### src/rtl/spn8_pkg.sv
// shared types, register indexes and sizes for the spn8 counter-mode stream cipher
package spn8_pkg;

   localparam int unsigned RoundCount = 3;
   localparam int unsigned KeyCount   = RoundCount + 1;
   localparam int unsigned CsrIdxW    = 4;
   localparam int unsigned CsrDataW   = 64;

   typedef logic [7:0]             byte_type;
   typedef logic [8*KeyCount-1:0]  keys_type;
   typedef logic [63:0]            sbox_type;
   typedef logic [23:0]            perm_type;
   typedef logic [CsrIdxW-1:0]     csr_idx_type;
   typedef logic [CsrDataW-1:0]    csr_data_type;

   typedef enum logic [CsrIdxW-1:0] {
      CSR_ROUND_KEYS      = 4'd0,
      CSR_SBOX_TABLE      = 4'd1,
      CSR_BIT_PERMUTATION = 4'd2,
      CSR_INITIAL_COUNTER = 4'd3
   } csr_reg_type;

   typedef struct packed {
      keys_type round_keys;
      sbox_type sbox_table;
      perm_type bit_permutation;
   } cipher_cfg_type;

endpackage

### src/rtl/spn8_ctr_stream_cipher.sv
// top level of the spn8 counter-mode stream cipher: csr bank, counter, two-stage pipeline
// One beat in, one beat out. A request beat is registered together with its counter
// value (the IV when req_first_byte is set, otherwise the running counter), the
// three-round network and the data xor sit between that register and the output
// register, so the response becomes valid once the beat has moved on from that
// register into the output register, and the block takes a new beat every cycle
// while rsp_stall is low. The counter advances by one per accepted beat and wraps
// from 255 to 0; it starts at zero after reset. Encryption and decryption are the
// same operation. Registers are written through csr_wr_en, csr_index and csr_wdata;
// the user must write them only while no beat is in flight, and the block itself
// does not enforce this. Indexes above three are ignored.
module spn8_ctr_stream_cipher (
   input  logic                       clock,
   input  logic                       reset,
   input  logic                       csr_wr_en,
   input  spn8_pkg::csr_idx_type      csr_index,
   input  spn8_pkg::csr_data_type     csr_wdata,
   input  logic                       req_valid,
   output logic                       req_stall,
   input  spn8_pkg::byte_type         req_data_in,
   input  logic                       req_first_byte,
   output logic                       rsp_valid,
   input  logic                       rsp_stall,
   output spn8_pkg::byte_type         rsp_data_out
);

   spn8_pkg::keys_type  round_keys_ff;
   spn8_pkg::sbox_type  sbox_table_ff;
   spn8_pkg::perm_type  bit_permutation_ff;
   spn8_pkg::byte_type  initial_counter_ff;
   spn8_pkg::byte_type  counter_ff, counter_in;

   logic                s1_valid_ff, s1_valid_in;
   spn8_pkg::byte_type  s1_data_ff;
   spn8_pkg::byte_type  s1_ctr_ff, s1_ctr_in;
   logic                s2_valid_ff, s2_valid_in;
   spn8_pkg::byte_type  s2_data_ff, s2_data_in;

   spn8_pkg::cipher_cfg_type cfg;
   logic                req_accept;
   logic                s1_move;

   // csr bank
   always_ff @(posedge clock) begin
      if (reset) begin
         round_keys_ff      <= '0;
         sbox_table_ff      <= '0;
         bit_permutation_ff <= '0;
         initial_counter_ff <= '0;
      end else if (csr_wr_en) begin
         unique case (spn8_pkg::csr_reg_type'(csr_index))
            spn8_pkg::CSR_ROUND_KEYS:
               round_keys_ff <= csr_wdata[$bits(spn8_pkg::keys_type)-1:0];
            spn8_pkg::CSR_SBOX_TABLE:
               sbox_table_ff <= csr_wdata[$bits(spn8_pkg::sbox_type)-1:0];
            spn8_pkg::CSR_BIT_PERMUTATION:
               bit_permutation_ff <= csr_wdata[$bits(spn8_pkg::perm_type)-1:0];
            spn8_pkg::CSR_INITIAL_COUNTER:
               initial_counter_ff <= csr_wdata[$bits(spn8_pkg::byte_type)-1:0];
            default: begin
            end
         endcase
      end
   end

   assign cfg.round_keys      = round_keys_ff;
   assign cfg.sbox_table      = sbox_table_ff;
   assign cfg.bit_permutation = bit_permutation_ff;

   // pipeline flow
   assign s1_move    = s1_valid_ff && (!s2_valid_ff || !rsp_stall);
   assign req_stall  = s1_valid_ff && !s1_move;
   assign req_accept = req_valid && !req_stall;

   assign s1_ctr_in   = req_first_byte ? initial_counter_ff : counter_ff;
   assign counter_in  = s1_ctr_in + 8'd1;
   assign s1_valid_in = req_accept || (s1_valid_ff && !s1_move);
   assign s2_valid_in = s1_move || (s2_valid_ff && rsp_stall);

   always_ff @(posedge clock) begin
      if (reset) begin
         counter_ff  <= '0;
         s1_valid_ff <= 1'b0;
         s2_valid_ff <= 1'b0;
      end else begin
         if (req_accept) begin
            counter_ff <= counter_in;
         end
         s1_valid_ff <= s1_valid_in;
         s2_valid_ff <= s2_valid_in;
      end
   end

   always_ff @(posedge clock) begin
      if (req_accept) begin
         s1_data_ff <= req_data_in;
         s1_ctr_ff  <= s1_ctr_in;
      end
      if (s1_move) begin
         s2_data_ff <= s2_data_in;
      end
   end

   spn8_cipher u_cipher (
      .ctr      (s1_ctr_ff),
      .data     (s1_data_ff),
      .cfg      (cfg),
      .data_out (s2_data_in)
   );

   assign rsp_valid    = s2_valid_ff;
   assign rsp_data_out = s2_data_ff;

   // checks
   a_first_loads_iv: assert property (@(posedge clock) disable iff (reset)
      req_accept && req_first_byte |=> s1_ctr_ff == $past(initial_counter_ff)
         && counter_ff == s1_ctr_ff + 8'd1)
      else $error("first beat did not restart the counter from the iv");

   a_ctr_advances: assert property (@(posedge clock) disable iff (reset)
      req_accept |=> counter_ff == s1_ctr_ff + 8'd1 && s1_valid_ff)
      else $error("counter did not advance with the accepted beat");

   a_stall_only_full: assert property (@(posedge clock) disable iff (reset)
      req_stall |-> s1_valid_ff && s2_valid_ff && rsp_stall)
      else $error("request stalled while pipeline has room");

   a_beat_reaches_out: assert property (@(posedge clock) disable iff (reset)
      s1_move |=> rsp_valid && rsp_data_out == $past(s2_data_in))
      else $error("network result lost on its way to the output");

endmodule

### src/rtl/spn8_round.sv
// one network round: key xor, nibble s-box on both halves, bit permutation
module spn8_round (
   input  spn8_pkg::byte_type state_in,
   input  spn8_pkg::byte_type round_key,
   input  spn8_pkg::sbox_type sbox_table,
   input  spn8_pkg::perm_type bit_permutation,
   output spn8_pkg::byte_type state_out
);

   spn8_pkg::byte_type keyed;
   spn8_pkg::byte_type subst;

   assign keyed = state_in ^ round_key;

   always_comb begin
      subst[3:0] = sbox_table[{keyed[3:0], 2'b00} +: 4];
      subst[7:4] = sbox_table[{keyed[7:4], 2'b00} +: 4];
   end

   always_comb begin
      for (int i = 0; i < 8; i++) begin
         state_out[i] = subst[bit_permutation[3*i +: 3]];
      end
   end

endmodule

### src/rtl/spn8_cipher.sv
// keystream network: three rounds and a closing key xor, then the data xor
module spn8_cipher (
   input  spn8_pkg::byte_type       ctr,
   input  spn8_pkg::byte_type       data,
   input  spn8_pkg::cipher_cfg_type cfg,
   output spn8_pkg::byte_type       data_out
);

   spn8_pkg::byte_type stage [spn8_pkg::RoundCount+1];

   assign stage[0] = ctr;

   for (genvar r = 0; r < spn8_pkg::RoundCount; r++) begin : g_round
      spn8_round u_round (
         .state_in        (stage[r]),
         .round_key       (cfg.round_keys[8*r +: 8]),
         .sbox_table      (cfg.sbox_table),
         .bit_permutation (cfg.bit_permutation),
         .state_out       (stage[r+1])
      );
   end

   assign data_out = data ^ stage[spn8_pkg::RoundCount]
                   ^ cfg.round_keys[8*spn8_pkg::RoundCount +: 8];

endmodule
### config.mk
export PLATFORM = sky130hd
export DESIGN_NAME = spn8_ctr_stream_cipher
export DESIGN_NICKNAME = d
export VERILOG_FILES = /design/src/rtl/spn8_pkg.sv /design/src/rtl/spn8_ctr_stream_cipher.sv /design/src/rtl/spn8_round.sv /design/src/rtl/spn8_cipher.sv
export SDC_FILE = /design/constraint.sdc
export NUM_CORES = 1
export LEC_CHECK = 0
export BUFFER_PORTS_ARGS = -buffer_cell sky130_fd_sc_hd__buf_2
export CAP_MARGIN = 20
export CELL_PAD_IN_SITES_DETAIL_PLACEMENT = 1
export CELL_PAD_IN_SITES_GLOBAL_PLACEMENT = 1
export CORE_MARGIN = 2
export CORE_UTILIZATION = 47
export CTS_CLUSTER_DIAMETER = 60
export DETAILED_ROUTE_END_ITERATION = 8
export GPL_ROUTABILITY_DRIVEN = 0
export MAX_ROUTING_LAYER = met4
export PLACE_DENSITY_LB_ADDON = 0.1
export REMOVE_ABC_BUFFERS = 1
export SETUP_SLACK_MARGIN = 0.15
export SYNTH_ARGS = -nofsm -noshare
export SYNTH_HDL_FRONTEND = slang
export SYNTH_SLANG_ARGS = --single-unit
### constraint.sdc
create_clock -name clock -period 8.9 [get_ports clock]
set_input_delay 0 -clock clock [delete_from_list [all_inputs] [get_ports clock]]
set_output_delay 0 -clock clock [all_outputs]
set_load 0.005 [all_outputs]
Word level (Yosys, flattened, before mapping)
Index checks and enable logic that the tools add are counted.
{"block": "word_totals", "in_bits": 82, "regBits": 162, "wordCells": 98, "output_inout_bits": 10}
{"block": "op_classes", "n_lt_le_gt_ge": 8, "n_eq_ne": 3, "reduce_logical": 16, "mux": 49, "n_addsub": 1, "n_shift": 6, "bitwise_logic": 5}
{"op": "variable part select 64 x 7 -> 4 bit", "count": 6}
{"op": "binary-select mux 1 bit (select 3 bit)", "count": 24}
{"op": "bitwise XOR 8 bit", "count": 5}
{"op": "less-than comparator 3 x 4 -> 1 bit (second input constant)", "count": 8}
{"op": "two-way mux 1 bit", "count": 24}
{"op": "adder 8 x 1 -> 8 bit (second input constant)", "count": 1}
{"op": "equality test 4 x 2 -> 1 bit (second input constant)", "count": 2}
{"op": "two-way mux 8 bit", "count": 1}
{"op": "AND reduction 2 bit", "count": 4}
{"op": "equality test 4 x 1 -> 1 bit (second input constant)", "count": 1}
{"op": "logical AND 1 bit", "count": 4}
{"op": "logical NOT 1 bit", "count": 4}
{"op": "logical NOT 4 bit", "count": 1}
{"op": "logical OR 1 bit", "count": 3}

Depth between registers and ports, before layout
Gate-level depths: netlist of run 1.
{"block": "logic_depth", "word_depth": 14, "depth_mapped": 26, "mapped_depth_nobuf": 21}

By module
From an unflattened synthesis of run 1, not the netlist that was laid out.
{"block": "hier_totals", "cells_unflattened": 1132, "hier_area_um2": 10832.9}
{"mod": "spn8_ctr_stream_cipher", "area_per_inst_um2": 5830.6, "seq_area_each_um2": 3483.3, "cells_each": 656, "instances": 1}
{"mod": "spn8_round", "area_per_inst_um2": 1604.0, "seq_area_each_um2": 0.0, "cells_each": 156, "instances": 3}
{"mod": "spn8_cipher", "area_per_inst_um2": 190.2, "seq_area_each_um2": 0.0, "cells_each": 8, "instances": 1}

Worst setup path before layout of run 1
No wires, ideal clock.
{"block": "synth_timing", "kind": "register to register", "start": "register s1_ctr_ff[4]", "end": "register s2_data_ff[0] (netlist: rsp_data_out[0]), data pin", "required_time_ns": 8.640, "setup_time_ns": 0.260, "n_path_buf": 3, "arrival_ns": 6.337, "setup_slack_ns": 2.304, "period_less_slack_ns": 6.596, "stages_incl_launch_ff": 22, "cell_sequence": "edfxtp_1 xor2_2 buf_6 mux4_1 a22oi_1 nand2_2 mux4_2 mux2i_4 xnor2_4 buf_6 mux2_4 o211ai_2 o2111ai_2 mux4_2 mux2i_1 xor2_1 buf_6 mux4_2 mux2i_2 mux2i_1 mux4_2 xnor2_1"}
{"block": "synth_between", "elab_chain_cells": 14, "word_cells_on_any_way": 44, "classes_between": "shift: 5; mux: 34; bitwise: 5"}
{"item": "start: declaration", "line_no": "spn8_ctr_stream_cipher.sv:35", "rtl": "spn8_pkg::byte_type s1_ctr_ff, s1_ctr_in;"}
{"item": "start signal: assignment", "line_no": "spn8_ctr_stream_cipher.sv:97", "rtl": "s1_ctr_ff <= s1_ctr_in;"}
{"item": "bitwise XOR 8 bit (*)", "line_no": "spn8_round.sv:13", "rtl": "assign keyed = state_in ^ round_key;"}
{"item": "variable part select 64 x 7 -> 4 bit (*)", "line_no": "spn8_round.sv:17", "rtl": "subst[7:4] = sbox_table[{keyed[7:4], 2'b00} +: 4];"}
{"item": "binary-select mux 1 bit (select 3 bit)", "line_no": "spn8_round.sv:22", "rtl": "state_out[i] = subst[bit_permutation[3*i +: 3]];"}
{"item": "two-way mux 1 bit (not written as such)", "line_no": "spn8_round.sv:22"}
{"item": "bitwise XOR 8 bit (*)", "line_no": "spn8_round.sv:13"}
{"item": "variable part select 64 x 7 -> 4 bit (on tied branches)", "line_no": "spn8_round.sv:16, spn8_round.sv:17"}
{"item": "binary-select mux 1 bit (select 3 bit)", "line_no": "spn8_round.sv:22"}
{"item": "two-way mux 1 bit (not written as such)", "line_no": "spn8_round.sv:22"}
{"item": "bitwise XOR 8 bit (*)", "line_no": "spn8_round.sv:13"}
{"item": "variable part select 64 x 7 -> 4 bit (on tied branches)", "line_no": "spn8_round.sv:16, spn8_round.sv:17"}
{"item": "binary-select mux 1 bit (select 3 bit) (*)", "line_no": "spn8_round.sv:22"}
{"item": "two-way mux 1 bit (not written as such) (*)", "line_no": "spn8_round.sv:22"}
{"item": "bitwise XOR 8 bit (*)", "line_no": "spn8_cipher.sv:23", "rtl": "assign data_out = data ^ stage[spn8_pkg::RoundCount]"}
{"item": "bitwise XOR 8 bit (*)", "line_no": "spn8_cipher.sv:24", "rtl": "^ cfg.round_keys[8*spn8_pkg::RoundCount +: 8];"}
{"item": "via s2_data_in[0]", "line_no": "spn8_ctr_stream_cipher.sv:37", "rtl": "spn8_pkg::byte_type s2_data_ff, s2_data_in;"}
{"item": "end signal: assignment", "line_no": "spn8_ctr_stream_cipher.sv:100", "rtl": "s2_data_ff <= s2_data_in;"}
{"item": "end: declaration", "line_no": "spn8_ctr_stream_cipher.sv:37"}
Mark *: on every way through the listed nets, which the timed path passes. The rest lies on a longest branch. The select of a mux whose other input is x is not followed.
A chain may end at the register's enable or synchronous reset.

Final worst setup path of run 1
{"block": "layout_timing", "start": "register s1_ctr_ff[4]", "end": "register s2_data_ff[7] (netlist: rsp_data_out[7]), data pin"}
Same word-level chain as after synthesis.

==> flow_summary.json, run 1 <==
{
  "clock-root-buffer": "clkbuf_16",
  "maxSlewViolCount": 0,
  "synthArstFlopShare": 0,
  "first_iter_violations": 1588,
  "period_share": 0.9291,
  "required_ns": 9.10,
  "cts_tree": "yes",
  "grt_max_degree": 81,
  "seq_power_share": 0.347,
  "hp-class": "input pin to flop",
  "start_util": 0.4736,
  "core-area_um2": 28470,
  "final_common_cell": "nand2_1",
  "setup_tns_ns": 0,
  "placed_cells": 2106,
  "wire_per_inst_um": 26.33,
  "path_max_fanout": 45,
  "cp_cell_sequence": "xor2_2, buf_4, mux4_4, a22oi_1, nand2_1, mux4_2, buf_4, and3_1, a311o_1, nor3_1, mux2_1, a2bb2oi_1, o221ai_1, mux4_2, mux2i_1, xnor2_2, buf_8, and2_0, o311ai_0, nand4_1, mux4_2, mux2i_1, xnor2_1",
  "clk_latency_ns": 0.45,
  "syn_inst": 1739,
  "firstDrtPassIters": 6,
  "net-switching-power_uw": 818.0,
  "nets": 1900,
  "vias_per_cell": 6.677,
  "fmax_ghz": 0.1209,
  "io_pins": 92,
  "area_growth_pct": 15.06,
  "cap_violations": 0,
  "clockBufferDepth": 2,
  "grt_pass1_vias": 14758,
  "synth_seq_area_share": 0.2584,
  "cts_sinks": 162,
  "arrival_ns": 8.46,
  "clockPowerShare": 0.325,
  "status": "finished clean",
  "netlist_area_um2": 13480,
  "drc_errors": 0,
  "yosys_warnings": 0,
  "globalRouteOverflowTotal": 0,
  "avgSynthCellArea_um2": 7.753,
  "relSlewSlack": 0.2846,
  "cp-end-kind": "flop",
  "synth_edf_count": 24,
  "dr_total_vias": 14797,
  "grt_antenna_before_repair": 3,
  "tightest_slew_ns": 1.071,
  "p_comb_frac": 0.328,
  "die_w_um": 173.4,
  "rows": 62,
  "drive_gt1_frac": 0.1449,
  "rsz0062_at_grt": "no",
  "p_sw_frac": 0.3566,
  "hold_ws_ns": 0.04664,
  "ys_types": 85,
  "crit_type": "flop to flop",
  "io_buffer_count": 91,
  "crit_top_cell": "mux4_2",
  "ant_nets": 0,
  "wl_mm": 58.34,
  "dp_hpwl_mm": 40.02,
  "cpPeakStageDelay_ns": 0.71,
  "ys.flop_type": "dfxtp_1",
  "clkSlewWorstSetupHoldPaths_ns": 0.07,
  "ys_seq_elements": 162,
  "min_period_ns": 8.269,
  "hold_viol_final": 0,
  "place_area_um2": 14170,
  "cpMaxStageDelayCell": "mux4_2",
  "setup_viol_count_final": 0,
  "power_leakage_uw": 0.005454,
  "final_cells": 2216,
  "design_area_um2": 15510,
  "critPathLaunchType": "flop",
  "p_int_uw": 1476,
  "p_per_area_nw_per_um2": 147.9,
  "cts_made_buffers": 17,
  "vdd_drop_max_v": 0.0001145,
  "h-tree-depth": 4,
  "final_cell_mix": "nand2_1 (462), a21oi_1 (186), dfxtp_1 (138)",
  "grt_usage": 0.3974,
  "grt_pass1_wl_mm": 89.00,
  "final.setup_skew_ns": 0.007048,
  "chipHeight_um": 173.4,
  "die-area_um2": 30060
}
path summary, 6_finish.rpt:
kind,start,endpoint,slack (ns),cells after the start
hold reg to reg,sbox_table_ff[11],sbox_table_ff[11],0.47,2
setup reg to reg,s1_ctr_ff[4],rsp_data_out[7],0.63,23
hold / removal,reset,initial_counter_ff[3],0.05,2
setup / recovery,s1_ctr_ff[4],rsp_data_out[7],0.63,23
critical path, delay by kind of cell (launching register included):
family / cells / cell delay, ns
mux: 7 / 3.29
buf+inv: 3 / 0.79
flops: 1 / 0.41
xor+xnor: 3 / 0.43
compound gates: 5 / 1.64
simple gates: 5 / 1.43
area by class of cell:
class	instances	area [um2]
diodes	3	7.507
clock buffers	20	436.7
clock inverters	11	131.4
fillers	3527	12960
inverters	34	127.6
multi-input cells	1380	9210
flip-flops and latches	162	3483
well taps	384	480.5
repair buffers	222	1637
synthesized netlist by cell type (15+ instances only):
cell | number | area (um2)
nand2_1 | 463 | 1738
clkbuf_1 | 124 | 465.5
and3_1 | 27 | 168.9
buf_1 | 16 | 60.06
a311o_1 | 23 | 230.2
o211ai_1 | 23 | 172.7
nand2b_1 | 18 | 112.6
nor3_1 | 25 | 125.1
inv_1 | 29 | 108.9
dfxtp_1 | 138 | 2763
xor2_1 | 22 | 192.7
mux4_2 | 41 | 923.4
mux2_2 | 15 | 168.9
nor2b_1 | 17 | 106.4
and2_1 | 16 | 100.1
mux2i_1 | 85 | 850.8
a211o_1 | 19 | 166.4
mux4_1 | 20 | 525.5
xnor2_1 | 23 | 201.4
a211oi_1 | 29 | 217.7
a22oi_1 | 17 | 127.6
a21oi_1 | 186 | 930.9
nand3_1 | 45 | 225.2
nor2_1 | 70 | 262.8
a311oi_1 | 20 | 175.2
nand4_1 | 32 | 200.2
edfxtp_1 | 24 | 720.7
power groups by stage:
stage          clock, uW  sequential (uW)  combinational, uW
6_report             746              795                753
5_1_grt              783              795                789
4_1_cts              756              793                722
3_5_place_dp           0              810                694
3_3_place_gp           0              809                675
2_1_floorplan          0              801                447
flip-flops by register name, summed over array words and instances (netlist names):
signal / count
initial_counter_ff: 8
rsp_data_out: 8
round_keys_ff: 32
sbox_table_ff: 64
s1_ctr_ff: 8
s1_valid_ff: 1
s1_data_ff: 8
bit_permutation_ff: 24
counter_ff: 8
rsp_valid: 1
cell families (layout without fill, tap and decap cells):
family | after synthesis | in the layout | synth area share
multiplexers | 170 | 170 | 0.1933
XOR/XNOR | 50 | 50 | 0.03610
adder cells (fa/ha/maj) | 1 | 1 | 0.0009278
other | 0 | 3 | 0
flip-flops | 162 | 162 | 0.2584
AO/OA/AOI/OAI | 404 | 404 | 0.2021
buffers and inverters | 197 | 287 | 0.06087
AND/OR/NAND/NOR | 755 | 755 | 0.2483
per-stage QoR:
stage               utilization  power (uW)  setup WS [ns]
floorplan                     -        1248         0.2108
global placement         0.4978        1484         0.9481
detailed placement       0.4978        1504         0.8112
CTS                      0.5441        2271         0.7696
global route             0.5449        2367         0.3686
finish                   0.5449        2294         0.6311
routing by layer:
metal	vias up	track usage	wire length [um]
met5	-	-	0
met4	0	0.2334	3890
met3	298	0.08947	6057
met2	844	0.6000	25650
met1	7200	0.4878	22740
li1	6455	-	-
what timing repair did:
action	CTS	global route
gates resized for setup	0	0
hold buffers	75	0
hold endpoints to repair	138	0
setup buffers	0	0
Note: power is estimated with default switching activity, not from simulation.
==> run 2: changes to the inputs <==
--- a/config.mk
+++ b/config.mk
@@ -5,12 +5,13 @@
 export SDC_FILE = /design/constraint.sdc
 export NUM_CORES = 1
 export LEC_CHECK = 0
+export ABC_AREA = 1
 export BUFFER_PORTS_ARGS = -buffer_cell sky130_fd_sc_hd__buf_2
 export CAP_MARGIN = 20
 export CELL_PAD_IN_SITES_DETAIL_PLACEMENT = 1
 export CELL_PAD_IN_SITES_GLOBAL_PLACEMENT = 1
 export CORE_MARGIN = 2
-export CORE_UTILIZATION = 47
+export CORE_UTILIZATION = 44
 export CTS_CLUSTER_DIAMETER = 60
 export DETAILED_ROUTE_END_ITERATION = 8
 export GPL_ROUTABILITY_DRIVEN = 0
==> run 2 against run 1 <==
Compared with the run above: clock power rose by 6.4%; critical path depth rose by 11; area after synthesis fell by 7.8%; clock skew rose by 0.017 ns; largest cell class unchanged.
==> flow_summary.json, run 2 <==
{
  "clkSlewWorstSetupHoldPaths_ns": 0.08,
  "synthArstFlopShare": 0,
  "grt_antenna_before_repair": 0,
  "drive_gt1_frac": 0.1331,
  "largest_reg_flops": 64,
  "arrival_ns": 6.83,
  "synth_common_cells": "nand3_1 (585), nand2_1 (444), inv_1 (154)",
  "p_per_area_nw_per_um2": 211.0,
  "netlist_area_um2": 12430,
  "cts_tree": "yes",
  "cpMaxStageDelayCell": "nand2_1",
  "final_common_cell": "nand3_1",
  "pre_cts_ws_ns": 2.414,
  "first_iter_violations": 1798,
  "synth_top_area_share": 0.2356,
  "grtUsageMet2": 0.6106,
  "core-area_um2": 27780,
  "ant_nets": 0,
  "layout_setup_ws_ns": 2.275,
  "top_register": "sbox_table_ff",
  "grt_pass1_vias": 14932,
  "avgSynthCellArea_um2": 6.356,
  "cts_resized": 0,
  "min_period_ns": 6.625,
  "maxSlewViolCount": 0,
  "ys_seq_elements": 162,
  "status": "finished clean",
  "power_leakage_uw": 0.005448,
  "start_util": 0.4473,
  "wl_mm": 56.94,
  "firstDrtPassIters": 6,
  "nets": 2121,
  "tightest_slew_ns": 1.064,
  "hold_viol_final": 0,
  "rsz0062_at_grt": "no",
  "grt_usage": 0.3988,
  "drc_errors": 0,
  "dr_total_vias": 15313,
  "top_regs": "sbox_table_ff: 64 flops, round_keys_ff: 32 flops, bit_permutation_ff: 24 flops",
  "final_cell_mix": "nand3_1 (582), nand2_1 (444), inv_1 (153)",
  "synth_seq_area_share": 0.2803,
  "grt_max_degree": 79,
  "clockBufferDepth": 2,
  "fill_cells": 3845,
  "p_int_uw": 1598,
  "yosys_warnings": 0,
  "synth_area_leaders": "nand3_1 (24%), dfxtp_1 (22%), nand2_1 (13%)",
  "cts_made_buffers": 17,
  "net-switching-power_uw": 1397,
  "setup_tns_ns": 0,
  "dp_hpwl_mm": 39.36,
  "use_met3": 0.06775,
  "area_growth_pct": 14.26,
  "p_sw_frac": 0.4664,
  "ys.flop_type": "dfxtp_1",
  "clk_latency_ns": 0.46,
  "rows": 61,
  "vias_per_cell": 6.304,
  "cap_violations": 0,
  "synth_most_common_cell": "nand3_1",
  "yosys.area.top_type": "nand3_1",
  "cpPeakStageDelay_ns": 0.75,
  "h-tree-depth": 4,
  "grt_util_met1": 0.5062,
  "cts_sinks": 162,
  "critPathLaunchType": "flop",
  "grt_pass1_wl_mm": 86.71,
  "vdd_drop_max_v": 0.0001269,
  "cp-end-kind": "flop",
  "crit_top_cell": "nand3_1",
  "wire_per_inst_um": 23.44,
  "final.setup_skew_ns": 0.02395,
  "synth_edf_count": 24,
  "required_ns": 9.10,
  "chipHeight_um": 172.1,
  "ys_types": 34,
  "path_max_fanout": 34,
  "hp-class": "input pin to flop",
  "power_uw": 2996,
  "diodes": 0,
  "globalRouteOverflowTotal": 0,
  "final_cells": 2429,
  "clockPowerShare": 0.265,
  "fmax_ghz": 0.1509,
  "placed_cells": 2319,
  "io_buffer_count": 91,
  "io_pins": 92,
  "die_w_um": 172.1,
  "final_core_util": 0.5110,
  "clock-root-buffer": "clkbuf_16",
  "grt-busiest-layer": "met2",
  "seq_power_share": 0.274,
  "setup_viol_count_final": 0,
  "crit_type": "flop to flop",
  "syn_inst": 1955,
  "relSlewSlack": 0.2891,
  "period_share": 0.7444,
  "p_comb_frac": 0.460,
  "die-area_um2": 29600
}
## run 2: worst paths after layout
path	from	endpoint	slack, ns	depth (start not counted)
min reg2reg	initial_counter_ff[1]	initial_counter_ff[1]	0.46	2
min	rsp_stall	rsp_data_out[3]	0.07	3
max	s1_ctr_ff[4]	rsp_data_out[6]	2.27	34
max reg2reg	s1_ctr_ff[4]	rsp_data_out[6]	2.27	34
## run 2: power groups by stage
stage                     sequential, uW  combinational (uW)  clock, uW
final                                822                1380        794
after global routing                 822                1480        829
after CTS                            818                1320        798
after detailed placement             834                1290          0
after global placement               833                1260          0
after floorplan                      816                 877          0
## run 2: stage by stage
step	hold slack, ns	area, um2
3_5_place_dp	0.1787	12800
2_1_floorplan	0.06907	11810
3_3_place_gp	0.1767	12800
6_report	0.07375	14200
4_1_cts	0.06316	14170
5_1_grt	0.06945	14200
## run 2: what timing repair did
action / CTS / global route
endpoints found under the hold margin: 142 / 0
hold buffers: 76 / 0
setup buffers: 0 / 0
## run 2: worst max-delay path: cells and delay by family, from the launching register on
kind	cells	cell delay, ns
buffers and inverters	4	0.89
DFF	1	0.41
AOI/OAI and AO/OA	1	0.10
and+or+nand+nor	29	4.94
## run 2: kinds of logic after synthesis
kind of cell               count (synthesis)  synth area share
adders and majority gates                  1          0.001007
buffers and inverters                    286            0.1026
xor gates and xnor gates                  26           0.02588
and+or+nand+nor                         1158            0.4531
DFF                                      162            0.2803
AOI/OAI and AO/OA                        322            0.1370
## run 2: layout make-up
cell class / count / area, um2 / share of cell area
inverter: 176 / 664.4 / 0.04680
sequential: 162 / 3483 / 0.2454
multi-input combinational: 1507 / 7690 / 0.5416
tap: 378 / 473.0 / 0.03331
clock buffer: 19 / 432.9 / 0.03049
clock inverter: 13 / 170.2 / 0.01199
timing repair buffer: 174 / 1284 / 0.09042
## run 2: routing by layer
| metal | vias up | part of all wire |
|---|---|---|
| li1 | 6812 | - |
| met1 | 7356 | 0.40 |
| met2 | 921 | 0.44 |
| met3 | 224 | 0.10 |
| met4 | 0 | 0.058 |
| met5 | - | 0 |
